## config.mk

```make
export PLATFORM = sky130hd
export DESIGN_NAME = preamble_postamble_deframer_flat
export DESIGN_NICKNAME = d
export VERILOG_FILES = /design/src/design/ppd_pkg.sv /design/src/design/ppd_if.sv /design/src/design/ppd_ram.sv /design/src/design/preamble_postamble_deframer.sv /design/src/flat_wrapper.sv
export SDC_FILE = /design/constraint.sdc
export NUM_CORES = 1
export LEC_CHECK = 0
export BUFFER_PORTS_ARGS = -buffer_cell sky130_fd_sc_hd__buf_2
export CORE_ASPECT_RATIO = 1.4
export CORE_MARGIN = 5
export CORE_UTILIZATION = 45
export CTS_BUF_LIST = sky130_fd_sc_hd__clkbuf_16
export CTS_CLUSTER_DIAMETER = 60
export DETAILED_ROUTE_END_ITERATION = 12
export GPL_ROUTABILITY_DRIVEN = 0
export PLACE_DENSITY = 0.72
export SYNTH_ARGS = -nofsm -noshare
export SYNTH_HDL_FRONTEND = slang
export SYNTH_HIERARCHICAL = 1
export SYNTH_SLANG_ARGS = --single-unit
```

## constraint.sdc

```tcl
create_clock -name clk -period 4.55 [get_ports clk]
set_clock_uncertainty 0.15 [all_clocks]
set_input_delay 0.91 -clock clk [delete_from_list [all_inputs] [get_ports clk]]
set_output_delay 0.91 -clock clk [all_outputs]
set_load 0.1 [all_outputs]
```

## src/design/ppd_pkg.sv

```systemverilog
// Package for the preamble/postamble byte deframer.
// Holds the framing markers, the result kind codes and the parser states.
// No dependencies.
package ppd_pkg;

    // Framing markers
    localparam logic [7:0] MARK_START = 8'h11;
    localparam logic [7:0] MARK_END   = 8'h99;

    // Result kinds
    typedef enum logic [2:0] {
        EV_PAYLOAD  = 3'd0,
        EV_EMPTY    = 3'd1,
        EV_JUNK     = 3'd2,
        EV_BADPRE   = 3'd3,
        EV_OVERFLOW = 3'd4,
        EV_BADPOST  = 3'd5
    } ev_kind_t;

    // Parser and readout states, one-hot
    typedef enum logic [5:0] {
        ST_HUNT1    = 6'b000001,
        ST_HUNT2    = 6'b000010,
        ST_RECV     = 6'b000100,
        ST_POST2    = 6'b001000,
        ST_RD_ISSUE = 6'b010000,
        ST_RD_WAIT  = 6'b100000
    } state_t;

endpackage

```

## src/design/ppd_if.sv

```systemverilog
// Valid/ready channel interfaces for the deframer: received bytes in, results out.
// Depends on nothing; payload widths are fixed by the byte and result formats.
interface ppd_rx_if;
    logic       valid;
    logic       ready;
    logic [7:0] rx_byte;

    modport source (output valid, output rx_byte, input ready);
    modport sink (input valid, input rx_byte, output ready);
endinterface

interface ppd_ev_if;
    logic       valid;
    logic       ready;
    logic [2:0] event_kind;
    logic [7:0] payload_byte;
    logic [6:0] frame_length;
    logic       last;

    modport source (output valid, output event_kind, output payload_byte,
                    output frame_length, output last, input ready);
    modport sink (input valid, input event_kind, input payload_byte,
                  input frame_length, input last, output ready);
endinterface

```

## src/design/ppd_ram.sv

```systemverilog
// Generic single-write, single-read synchronous RAM with registered read data.
// Standalone; used for the deframer payload store.
module ppd_ram #(
    parameter int WIDTH = 8,
    parameter int DEPTH = 64
) (
    input  logic                                       clk,
    input  logic                                       wr_en,
    input  logic [((DEPTH > 1) ? $clog2(DEPTH) : 1)-1:0] wr_addr,
    input  logic [WIDTH-1:0]                           wr_data,
    input  logic                                       rd_en,
    input  logic [((DEPTH > 1) ? $clog2(DEPTH) : 1)-1:0] rd_addr,
    output logic [WIDTH-1:0]                           rd_data
);

    logic [WIDTH-1:0] mem [DEPTH];
    logic [WIDTH-1:0] rd_data_reg;

    // Write port
    always_ff @(posedge clk)
    begin
        if (wr_en)
        begin
            mem[wr_addr] <= wr_data;
        end
    end

    // Read port, data held until the next read
    always_ff @(posedge clk)
    begin
        if (rd_en)
        begin
            rd_data_reg <= mem[rd_addr];
        end
    end

    assign rd_data = rd_data_reg;

endmodule

```

## src/design/preamble_postamble_deframer.sv

```systemverilog
// A byte that causes a single result shows it in the output register in the cycle after
// acceptance. Throughput: one byte per cycle while the output register drains and no
// frame is being read out. A completed frame of N payload bytes is read out byte by byte
// (RAM read, then output load), with input held off until the last byte is loaded.
// Reset (async, active low) puts the parse phase in ST_HUNT1 and clears the fill count,
// output valid and preamble_high to zero; the payload store is not cleared and needs none.
module preamble_postamble_deframer #(
    parameter int FRAME_CAPACITY = 64
) (
    input  logic        clk,
    input  logic        rst_n,
    input  logic        cfg_write_en,
    input  logic [7:0]  cfg_write_data,
    ppd_rx_if.sink      rx,
    ppd_ev_if.source    ev
);

    localparam int AW = (FRAME_CAPACITY > 1) ? $clog2(FRAME_CAPACITY) : 1;
    localparam int CW = $clog2(FRAME_CAPACITY + 1);
    localparam logic [CW-1:0] CAP = CW'(FRAME_CAPACITY);

    ppd_pkg::state_t   state_reg, state_next;
    logic [7:0]        preamble_high_reg;
    logic [CW-1:0]     count_reg, count_next;
    logic [AW-1:0]     ptr_reg, ptr_next;

    logic              out_valid_reg, out_valid_next;
    ppd_pkg::ev_kind_t out_kind_reg, out_kind_next;
    logic [7:0]        out_data_reg, out_data_next;
    logic [6:0]        out_len_reg, out_len_next;
    logic              out_last_reg, out_last_next;

    logic              in_fire;
    logic              out_free;
    logic              ram_we;
    logic              ram_re;
    logic [7:0]        ram_rdata;
    logic              run_last;

    // Payload store; writes happen only while receiving and reads only during readout,
    // so the two never touch the same entry in overlapping cycles
    ppd_ram #(
        .WIDTH (8),
        .DEPTH (FRAME_CAPACITY)
    ) u_store (
        .clk     (clk),
        .wr_en   (ram_we),
        .wr_addr (count_reg[AW-1:0]),
        .wr_data (rx.rx_byte),
        .rd_en   (ram_re),
        .rd_addr (ptr_reg),
        .rd_data (ram_rdata)
    );

    // Take a request in the hunt, receive and postamble states when the output slot frees up
    assign out_free = !out_valid_reg || ev.ready;
    assign rx.ready = out_free && (state_reg == ppd_pkg::ST_HUNT1
                                   || state_reg == ppd_pkg::ST_HUNT2
                                   || state_reg == ppd_pkg::ST_RECV
                                   || state_reg == ppd_pkg::ST_POST2);
    assign in_fire  = rx.valid && rx.ready;
    assign run_last = (CW'(ptr_reg) + CW'(1)) == count_reg;

    // Parser, store access and output register loading
    always_comb
    begin
        state_next     = state_reg;
        count_next     = count_reg;
        ptr_next       = ptr_reg;
        out_valid_next = out_valid_reg && !ev.ready;
        out_kind_next  = out_kind_reg;
        out_data_next  = out_data_reg;
        out_len_next   = out_len_reg;
        out_last_next  = out_last_reg;
        ram_we         = 1'b0;
        ram_re         = 1'b0;

        unique case (state_reg)
            ppd_pkg::ST_HUNT1:
            begin
                if (in_fire)
                begin
                    if (rx.rx_byte == preamble_high_reg)
                    begin
                        state_next = ppd_pkg::ST_HUNT2;
                    end
                    else
                    begin
                        out_valid_next = 1'b1;
                        out_kind_next  = ppd_pkg::EV_JUNK;
                        out_data_next  = 8'd0;
                        out_len_next   = 7'd0;
                        out_last_next  = 1'b1;
                    end
                end
            end
            ppd_pkg::ST_HUNT2:
            begin
                if (in_fire)
                begin
                    if (rx.rx_byte == ppd_pkg::MARK_START)
                    begin
                        state_next = ppd_pkg::ST_RECV;
                        count_next = '0;
                    end
                    else
                    begin
                        state_next     = ppd_pkg::ST_HUNT1;
                        out_valid_next = 1'b1;
                        out_kind_next  = ppd_pkg::EV_BADPRE;
                        out_data_next  = 8'd0;
                        out_len_next   = 7'd0;
                        out_last_next  = 1'b1;
                    end
                end
            end
            ppd_pkg::ST_RECV:
            begin
                if (in_fire)
                begin
                    if (rx.rx_byte == ppd_pkg::MARK_END)
                    begin
                        state_next = ppd_pkg::ST_POST2;
                    end
                    else if (count_reg < CAP)
                    begin
                        ram_we     = 1'b1;
                        count_next = count_reg + CW'(1);
                    end
                    else
                    begin
                        // Drop the byte on a full store
                        state_next     = ppd_pkg::ST_HUNT1;
                        out_valid_next = 1'b1;
                        out_kind_next  = ppd_pkg::EV_OVERFLOW;
                        out_data_next  = 8'd0;
                        out_len_next   = 7'd0;
                        out_last_next  = 1'b1;
                    end
                end
            end
            ppd_pkg::ST_POST2:
            begin
                if (in_fire)
                begin
                    if (rx.rx_byte != ppd_pkg::MARK_END)
                    begin
                        state_next     = ppd_pkg::ST_HUNT1;
                        out_valid_next = 1'b1;
                        out_kind_next  = ppd_pkg::EV_BADPOST;
                        out_data_next  = 8'd0;
                        out_len_next   = 7'd0;
                        out_last_next  = 1'b1;
                    end
                    else if (count_reg == '0)
                    begin
                        state_next     = ppd_pkg::ST_HUNT1;
                        out_valid_next = 1'b1;
                        out_kind_next  = ppd_pkg::EV_EMPTY;
                        out_data_next  = 8'd0;
                        out_len_next   = 7'd0;
                        out_last_next  = 1'b1;
                    end
                    else
                    begin
                        state_next = ppd_pkg::ST_RD_ISSUE;
                        ptr_next   = '0;
                    end
                end
            end
            ppd_pkg::ST_RD_ISSUE:
            begin
                // Fetch the next stored byte
                ram_re     = 1'b1;
                state_next = ppd_pkg::ST_RD_WAIT;
            end
            ppd_pkg::ST_RD_WAIT:
            begin
                // Load the fetched byte once the output slot is free
                if (out_free)
                begin
                    out_valid_next = 1'b1;
                    out_kind_next  = ppd_pkg::EV_PAYLOAD;
                    out_data_next  = ram_rdata;
                    out_len_next   = 7'(count_reg);
                    out_last_next  = run_last;
                    if (run_last)
                    begin
                        state_next = ppd_pkg::ST_HUNT1;
                    end
                    else
                    begin
                        ptr_next   = ptr_reg + AW'(1);
                        state_next = ppd_pkg::ST_RD_ISSUE;
                    end
                end
            end
            default:
            begin
                state_next = ppd_pkg::ST_HUNT1;
            end
        endcase
    end

    // Control state
    always_ff @(posedge clk or negedge rst_n)
    begin
        if (!rst_n)
        begin
            state_reg         <= ppd_pkg::ST_HUNT1;
            count_reg         <= '0;
            out_valid_reg     <= 1'b0;
            preamble_high_reg <= 8'd0;
        end
        else
        begin
            state_reg     <= state_next;
            count_reg     <= count_next;
            out_valid_reg <= out_valid_next;
            if (cfg_write_en)
            begin
                preamble_high_reg <= cfg_write_data;
            end
        end
    end

    // Payload registers
    always_ff @(posedge clk)
    begin
        ptr_reg      <= ptr_next;
        out_kind_reg <= out_kind_next;
        out_data_reg <= out_data_next;
        out_len_reg  <= out_len_next;
        out_last_reg <= out_last_next;
    end

    assign ev.valid        = out_valid_reg;
    assign ev.event_kind   = out_kind_reg;
    assign ev.payload_byte = out_data_reg;
    assign ev.frame_length = out_len_reg;
    assign ev.last         = out_last_reg;

endmodule

```

## src/flat_wrapper.sv

```systemverilog
// flat-port wrapper written by rule: the top's interface ports become plain ports
module preamble_postamble_deframer_flat 
#(
    parameter int FRAME_CAPACITY = 64
)
  (clk, rst_n, cfg_write_en, cfg_write_data, rx_valid, rx_rx_byte, rx_ready, ev_valid, ev_event_kind, ev_payload_byte, ev_frame_length, ev_last, ev_ready);
  ppd_rx_if rx_i ();
  ppd_ev_if ev_i ();
  input  logic clk;
  input  logic rst_n;
  input  logic cfg_write_en;
  input  logic [7:0] cfg_write_data;
  input wire logic [$bits(rx_i.valid)-1:0] rx_valid;
  input wire logic [$bits(rx_i.rx_byte)-1:0] rx_rx_byte;
  output wire logic [$bits(rx_i.ready)-1:0] rx_ready;
  output wire logic [$bits(ev_i.valid)-1:0] ev_valid;
  output wire logic [$bits(ev_i.event_kind)-1:0] ev_event_kind;
  output wire logic [$bits(ev_i.payload_byte)-1:0] ev_payload_byte;
  output wire logic [$bits(ev_i.frame_length)-1:0] ev_frame_length;
  output wire logic [$bits(ev_i.last)-1:0] ev_last;
  input wire logic [$bits(ev_i.ready)-1:0] ev_ready;
  assign rx_i.valid = rx_valid;
  assign rx_i.rx_byte = rx_rx_byte;
  assign rx_ready = rx_i.ready;
  assign ev_valid = ev_i.valid;
  assign ev_event_kind = ev_i.event_kind;
  assign ev_payload_byte = ev_i.payload_byte;
  assign ev_frame_length = ev_i.frame_length;
  assign ev_last = ev_i.last;
  assign ev_i.ready = ev_ready;
  preamble_postamble_deframer #(.FRAME_CAPACITY(FRAME_CAPACITY)) u_core (.clk(clk), .rst_n(rst_n), .cfg_write_en(cfg_write_en), .cfg_write_data(cfg_write_data), .rx(rx_i), .ev(ev_i));
endmodule
```

==> results of run 1 <==
layout make-up:
| class | count | area, µm² | share of cell area (%) |
|---|---|---|---|
| clock buffer | 52 | 1300 | 5.10 |
| tap | 643 | 805 | 3.16 |
| multi-input combinational | 565 | 5550 | 21.8 |
| sequential | 567 | 16900 | 66.4 |
| clock inverter | 44 | 453 | 1.78 |
| inverter | 9 | 33.8 | 0.133 |
| timing repair buffer | 65 | 435 | 1.71 |
kinds of logic after synthesis:
logic type                 Yosys count
AOI/OAI and AO/OA                  116
xor gates and xnor gates            19
adders and majority gates            3
buffers and inverters               76
DFF                                567
muxes                              151
and+or+nand+nor                    276
per-layer routing:
metal	part of all wire, %	up-vias	routed length (µm)	GRT usage (%)
met4	4.8	0	2660	8.12
met5	0	-	0	0
met1	36	6296	19900	24.2
li1	-	5008	-	-
met3	7.2	129	3990	3.44
met2	52	637	28900	34.7
power by group:
| part | switching (mW) | leakage [nW] | total, mW | internal [mW] |
|---|---|---|---|---|
| sequential | 0.0495 | 5.21 | 5.90 | 5.85 |
| clock | 1.91 | 0.873 | 4.47 | 2.55 |
| combinational | 0.955 | 1.82 | 1.13 | 0.175 |
cell usage after synthesis, types with 7 or more instances:
library cell | count | area [µm²]
edfxtp_1 | 545 | 16400
mux4_2 | 124 | 2790
nor2_1 | 113 | 424
nand2_1 | 34 | 128
clkbuf_1 | 29 | 109
nand3_1 | 26 | 130
o21ai_0 | 24 | 120
o22ai_1 | 24 | 150
dfrtp_1 | 21 | 526
buf_2 | 19 | 95.1
mux2i_1 | 18 | 180
and2_1 | 15 | 93.8
nor2b_1 | 13 | 81.3
xor2_1 | 13 | 114
nor3_1 | 11 | 55.1
buf_4 | 9 | 67.6
mux2_2 | 9 | 101
a22oi_1 | 8 | 60.1
and3_1 | 8 | 50.1
nand2b_1 | 8 | 50.1
nand3b_1 | 8 | 60.1
o221ai_1 | 8 | 70.1
or2_2 | 8 | 50.1
a31oi_1 | 7 | 43.8
inv_1 | 7 | 26.3
layout by cell type (no fill, tap or decap), drive strengths merged, types with 5 or more instances in the layout:
cell type / netlist / routed
xnor2: 5 / 5
a22oi: 8 / 8
clkbuf: 30 / 52
and3: 8 / 8
and2: 15 / 15
dfrtp: 21 / 21
nand3: 26 / 26
a221oi: 7 / 7
o31ai: 5 / 5
or2: 10 / 10
nor2: 113 / 113
inv: 7 / 18
xor2: 13 / 13
a31oi: 8 / 8
nand2b: 8 / 8
nor2b: 14 / 14
nand3b: 8 / 8
or3: 5 / 5
nor3: 12 / 12
mux4: 124 / 124
o221ai: 8 / 8
clkinvlp: 0 / 5
buf: 37 / 65
bufinv: 0 / 8
mux2: 9 / 9
a21oi: 5 / 5
nor4: 6 / 6
o22ai: 24 / 24
mux2i: 18 / 18
clkinv: 2 / 22
o21ai: 24 / 24
edfxtp: 545 / 545
nand2: 34 / 34
through the flow:
step                      hold WS [ns]  cells  area, µm²  setup WS (ns)
after detailed placement         0.353   1849      23700          0.325
after global routing             0.178   1945      25500          0.407
final                            0.131   1945      25500          0.575
after global placement           0.350   1849      23700          0.484
after floorplan                  0.347   1208      22900          0.599
after CTS                        0.138   1945      25500          0.669
how the worst min path moves through the flow:
stage	startpoint	to	slack, ns	cells past startpoint
2_1_floorplan	u_core/u_store/rd_data[0]	u_core/ev.payload_byte[0]	0.35	1
3_3_place_gp	u_core/u_store/rd_data[7]	u_core/ev.payload_byte[7]	0.35	1
3_5_place_dp	u_core/u_store/rd_data[2]	u_core/ev.payload_byte[2]	0.35	1
4_1_cts	rst_n	u_core/preamble_high_reg[5]	0.14	1
5_1_grt	rst_n	u_core/preamble_high_reg[5]	0.18	1
6_report	rst_n	u_core/state_reg[2]	0.13	1
==> impl_metrics.csv, run 1 <==
group,metric,value,unit
run_status,status,"finished, final reports clean",
worst_setup_path,r2r_start,"u_core/state_reg[0]",
power_and_ir_drop,p_total,11.5,mW
clock_network,ctsRootBufferMaster,"clkbuf_16",
clock_network,clkLatencyLatePin,0.60,ns
finish,antenna_cells,0,
timing,finalSetupTns,0,ns
floorplanning,fp.dieArea,55500,µm²
worst_setup_path,cpPeakStageDelay,0.81,ns
clock_network,cts_buffer_depth,3,
global_routing,grt_pass1_wl,82.1,mm
route,antenna_left,0,
global_routing,grt_max_degree,81,
worst_setup_path,ff2ff_path_depth,8,
worst_setup_path,start_kind,"register",
worst_setup_path,crit_path_max_fanout,10,
timing,fin_crit_sh,87.4,%
worst_setup_path,crit_chain,"xor2_1 > a221oi_2 > nor3_1 > nand2_1 > nor3b_1 > buf_4 > nand3_1 > nor2_1",
worst_setup_path,critPathLaunch,"u_core/state_reg[0]",
global_routing,overflow,0,
floorplanning,row_count,97,
global_routing,antenna_found_initial,0,
placement,io_buffers,41,
finish,largest_reg_flops,512,
clock_network,cts_tree,"yes",
worst_setup_path,path_depth,8,
logic_synthesis,syn_area,22900,µm²
timing,post-route-min-period,3.98,ns
clock_network,htreeDepth,2,
logic_synthesis,synth_xor_area_share,0.788,%
logic_synthesis,synthMuxAreaShare,13.4,%
logic_synthesis,synth_edf_count,545,
power_and_ir_drop,p_leak,7.90,nW
placement,dpl.hpwl,35.2,mm
logic_synthesis,ys_seq_area_share,74.0,%
worst_setup_path,worst-path-buf-inv,1,
route,drt-wirelength-per-cell,28.5,µm
route,num_vias,12100,
finish,layout-area-overhead-vs-synth,11.5,%
logic_synthesis,syn-num-nets,1232,
route,via_per_inst,6.21,
finish,top_register,"u_core/u_store/mem",
floorplanning,die_x,200,µm
floorplanning,coreArea,50100,µm²
finish,fin_nets,1284,
logic_synthesis,avgSynthCellArea,18.9,µm²
global_routing,track_usage,19.7,%
clock_network,cts-resized-gates,0,
timing,rsz0062_at_grt,"false",
power_and_ir_drop,vdd_ir_drop_max,0.224,mV
floorplanning,ios,42,
worst_setup_path,cp_slowest_cell,"nor2_1",
timing,hold_violations,0,
worst_setup_path,worstPathArrival,4.03,ns
logic_synthesis,async_flop_share,3.88,%
worst_setup_path,ff2ff_setup_slack,0.57,ns
flow_run,cap_violations,0,
worst_setup_path,critical_path.endpoint,"u_core/u_store/mem[26][2]",
finish,fillers,3846,
floorplanning,start_util,45.6,%
finish,layout-drive-gt1-share,23.2,%
power_and_ir_drop,power_density,451,nW/µm²
route,drt-total-wl,55.4,mm
logic_synthesis,synthCells,1208,
route,remaining_drc_errors,0,
logic_synthesis,synth_adder_area_share,0.164,%
logic_synthesis,yosys.area_share.simple,6.11,%
logic_synthesis,synthDistinctLibCells,72,
global_routing,grt_pass1_vias,12000,
worst_setup_path,endpoint_kind,"register",
route,dr.first_iter.drc_count,1379,
logic_synthesis,yosys_warnings,6,
clock_network,path_clk_slew,0.07,ns
timing,fmax,252,MHz
timing,max_slew.worst_pin.slew,0.848,ns
logic_synthesis,synth_compound_area_share,3.69,%
logic_synthesis,synth-seq-cells,567,
worst_setup_path,crit_type,"register to register",
logic_synthesis,synth_top_flop_cell,"edfxtp_1",
timing,maxSlewHeadroom,43.5,%
route,first_pass_iters,5,
timing,drv_slew,0,
clock_network,post_cts_buffers,0,
clock_network,hold_buffers,0,
timing,setup-violations-final,0,
clock_network,cts.sinks,567,
worst_setup_path,cp_data_required_time,4.61,ns
worst_setup_path,path_delay_family,"simple AND/OR/NAND/NOR gates",
logic_synthesis,synth_top_family_by_area,"multiplexers",
clock_network,numCtsBuffers,52,
min_path,hold_class,"primary input to asynchronous set/reset pin",
worst_setup_path,timing.rr.end,"u_core/u_store/mem[26][2]",
floorplanning,die_y,277,µm
finish,final_util,50.9,%
(Power assumes the default switching activity.)
==> inputs of run 2 (changes only) <==
--- a/config.mk
+++ b/config.mk
@@ -16,5 +16,4 @@
 export PLACE_DENSITY = 0.72
 export SYNTH_ARGS = -nofsm -noshare
 export SYNTH_HDL_FRONTEND = slang
-export SYNTH_HIERARCHICAL = 1
 export SYNTH_SLANG_ARGS = --single-unit
==> impl_metrics.csv, run 2 <==
group,metric,value,unit
worst_setup_path,start_kind,"register",
clock_network,clkLatencyLatePin,0.57,ns
route,remaining_drc_errors,0,
global_routing,grt_max_degree,70,
logic_synthesis,syn-num-nets,1193,
worst_setup_path,ff2ff_path_depth,6,
logic_synthesis,yosysMostFrequentCell,"edfxtp_1",
finish,design_area,25400,µm²
timing,post-route-min-period,3.62,ns
min_path,hold_class,"primary input to asynchronous set/reset pin",
run_status,status,"finished, final reports clean",
clock_network,hold_buffers,0,
clock_network,cts.sinks,567,
worst_setup_path,cpPeakStageDelay,0.72,ns
global_routing,track_usage,18.6,%
clock_network,post_cts_buffers,0,
power_and_ir_drop,power_density,423,nW/µm²
finish,final_common_cell,"edfxtp_1",
logic_synthesis,synthCells,1169,
global_routing,grt_pass1_wl,75.9,mm
floorplanning,coreArea,50000,µm²
floorplanning,fp.dieArea,55000,µm²
timing,setup-violations-final,0,
worst_setup_path,worstPathArrival,3.66,ns
placement,placed_cells_incl_taps,1850,
clock_network,cts-resized-gates,0,
logic_synthesis,syn_area,22600,µm²
timing,holdWs,0.173,ns
logic_synthesis,synth-seq-cells,567,
timing,finalSetupTns,0,ns
clock_network,numCtsBuffers,49,
timing,fmax,276,MHz
global_routing,antenna_found_initial,2,
logic_synthesis,ys_seq_area_share,74.7,%
finish,layout-area-overhead-vs-synth,12.1,%
logic_synthesis,yosys.area.top_type_share,72.3,%
worst_setup_path,cp_data_required_time,4.59,ns
worst_setup_path,cp_slowest_cell,"nor2_1",
logic_synthesis,async_flop_share,3.88,%
flow_run,cap_violations,0,
route,drt-wirelength-per-cell,26.2,µm
floorplanning,die_x,200,µm
placement,io_buffers,41,
route,antenna_left,0,
placement,preCtsSetupSlack,0.732,ns
floorplanning,start_util,45.3,%
clock_network,cts_tree,"yes",
floorplanning,die_y,275,µm
clock_network,htreeDepth,2,
finish,top_register,"u_core.u_store.mem",
timing,drv_slew,0,
logic_synthesis,avgSynthCellArea,19.4,µm²
power_and_ir_drop,vdd_ir_drop_max,0.481,mV
worst_setup_path,crit_path_max_fanout,8,
timing,maxSlewHeadroom,27.7,%
logic_synthesis,yosys-top-cells-count,"edfxtp_1 (545), mux4_2 (129), nor2_1 (88)",
finish,stdcell_count,1939,
worst_setup_path,crit_chain,"nor2_1 > nand3_1 > or3_1 > nor2_2 > nand3_1 > nor2_1",
finish,final_util,50.8,%
power_and_ir_drop,p_total,10.7,mW
route,first_pass_iters,6,
route,drt-total-wl,50.7,mm
placement,placed_area,23900,µm²
finish,final_cell_mix,"edfxtp_1 (545), mux4_2 (129), nor2_1 (88)",
clock_network,ctsRootBufferMaster,"clkbuf_16",
finish,layout-drive-gt1-share,25.2,%
floorplanning,row_count,97,
logic_synthesis,synthDistinctLibCells,65,
worst_setup_path,endpoint_kind,"register",
route,dr.first_iter.drc_count,1160,
logic_synthesis,yosys_warnings,0,
timing,fin_crit_sh,79.6,%
route,num_vias,11500,
timing,setup_slack,0.930,ns
global_routing,grt_pass1_vias,11700,
route,via_per_inst,5.92,
logic_synthesis,yosys-top-cells-area,"edfxtp_1 (72%), mux4_2 (13%), dfrtp_1 (2.3%)",
logic_synthesis,synth_largest_area_cell,"edfxtp_1",
clock_network,path_clk_slew,0.06,ns
timing,max_slew.worst_pin.slew,1.08,ns
logic_synthesis,synth_top_flop_cell,"edfxtp_1",
clock_network,cts_buffer_depth,3,
timing,hold_violations,0,
finish,fin_nets,1282,
placement,dpl.hpwl,32.8,mm
timing,rsz0062_at_grt,"false",
finish,largest_reg_flops,512,
power_and_ir_drop,p_leak,8.10,nW
logic_synthesis,synth_edf_count,545,
global_routing,overflow,0,
worst_setup_path,crit_type,"register to register",
floorplanning,ios,42,
-- run 2: cell count changes in the layout (fill, tap and decap cells not counted), sizes merged, moves of 7 or more --
cell    before  now
o22ai       24   11
nor2       113   89
buf         65  104
nand3b       8    1
or2         10    2
a21oi        5   13
mux2         9   16
-- run 2: worst max-delay path, delay by kind of cell (launching register included) --
family,cells,cell delay [ns]
simple gates,6,2.69
flops,1,0.40
-- run 2: final timing paths --
| path | from | endpoint | slack, ns |
|---|---|---|---|
| max in group asynchronous | rst_n | u_core.state_reg[0] | 3.71 |
| hold reg to reg | u_core.u_store.rd_data[1] | u_core.ev.payload_byte[1] | 0.38 |
| setup reg to reg | u_core.state_reg[1] | u_core.u_store.mem[41][4] | 0.93 |
| hold / removal | rst_n | u_core.preamble_high_reg[3] | 0.17 |
| min in group clk | u_core.u_store.rd_data[1] | u_core.ev.payload_byte[1] | 0.38 |
| setup / recovery | u_core.state_reg[1] | u_core.u_store.mem[41][4] | 0.93 |
-- run 2: per-layer routing --
metal	vias up	part of all wire [%]	GRT usage, %
met5	-	0	0
met4	0	4.3	7.28
met1	5956	38	24.2
met2	490	52	31.9
li1	4940	-	-
met3	102	6.2	2.32
-- run 2: cell type report --
class / instances / area [µm²]
antenna: 2 / 5.00
timing repair buffer: 104 / 753
fill: 3866 / 24600
clock buffer: 49 / 1230
clock inverter: 38 / 225
inverter: 12 / 45.0
tap: 643 / 805
multi-input combinational: 524 / 5410
sequential: 567 / 16900
-- run 2: power by group --
part	switching (mW)	leakage [nW]	internal (mW)	total, mW
combinational	0.824	2.15	0.182	1.01
clock	1.77	0.764	2.07	3.84
sequential	0.0939	5.19	5.81	5.90
total	2.69	8.10	8.06	10.7
-- run 2: kinds of logic after synthesis --
group,Yosys count,synth area share [%]
DFF,567,74.7
adders and majority gates,3,0.166
muxes,160,14.3
and+or+nand+nor,232,5.11
AOI/OAI and AO/OA,110,3.40
buffers and inverters,78,1.48
xor gates and xnor gates,19,0.862
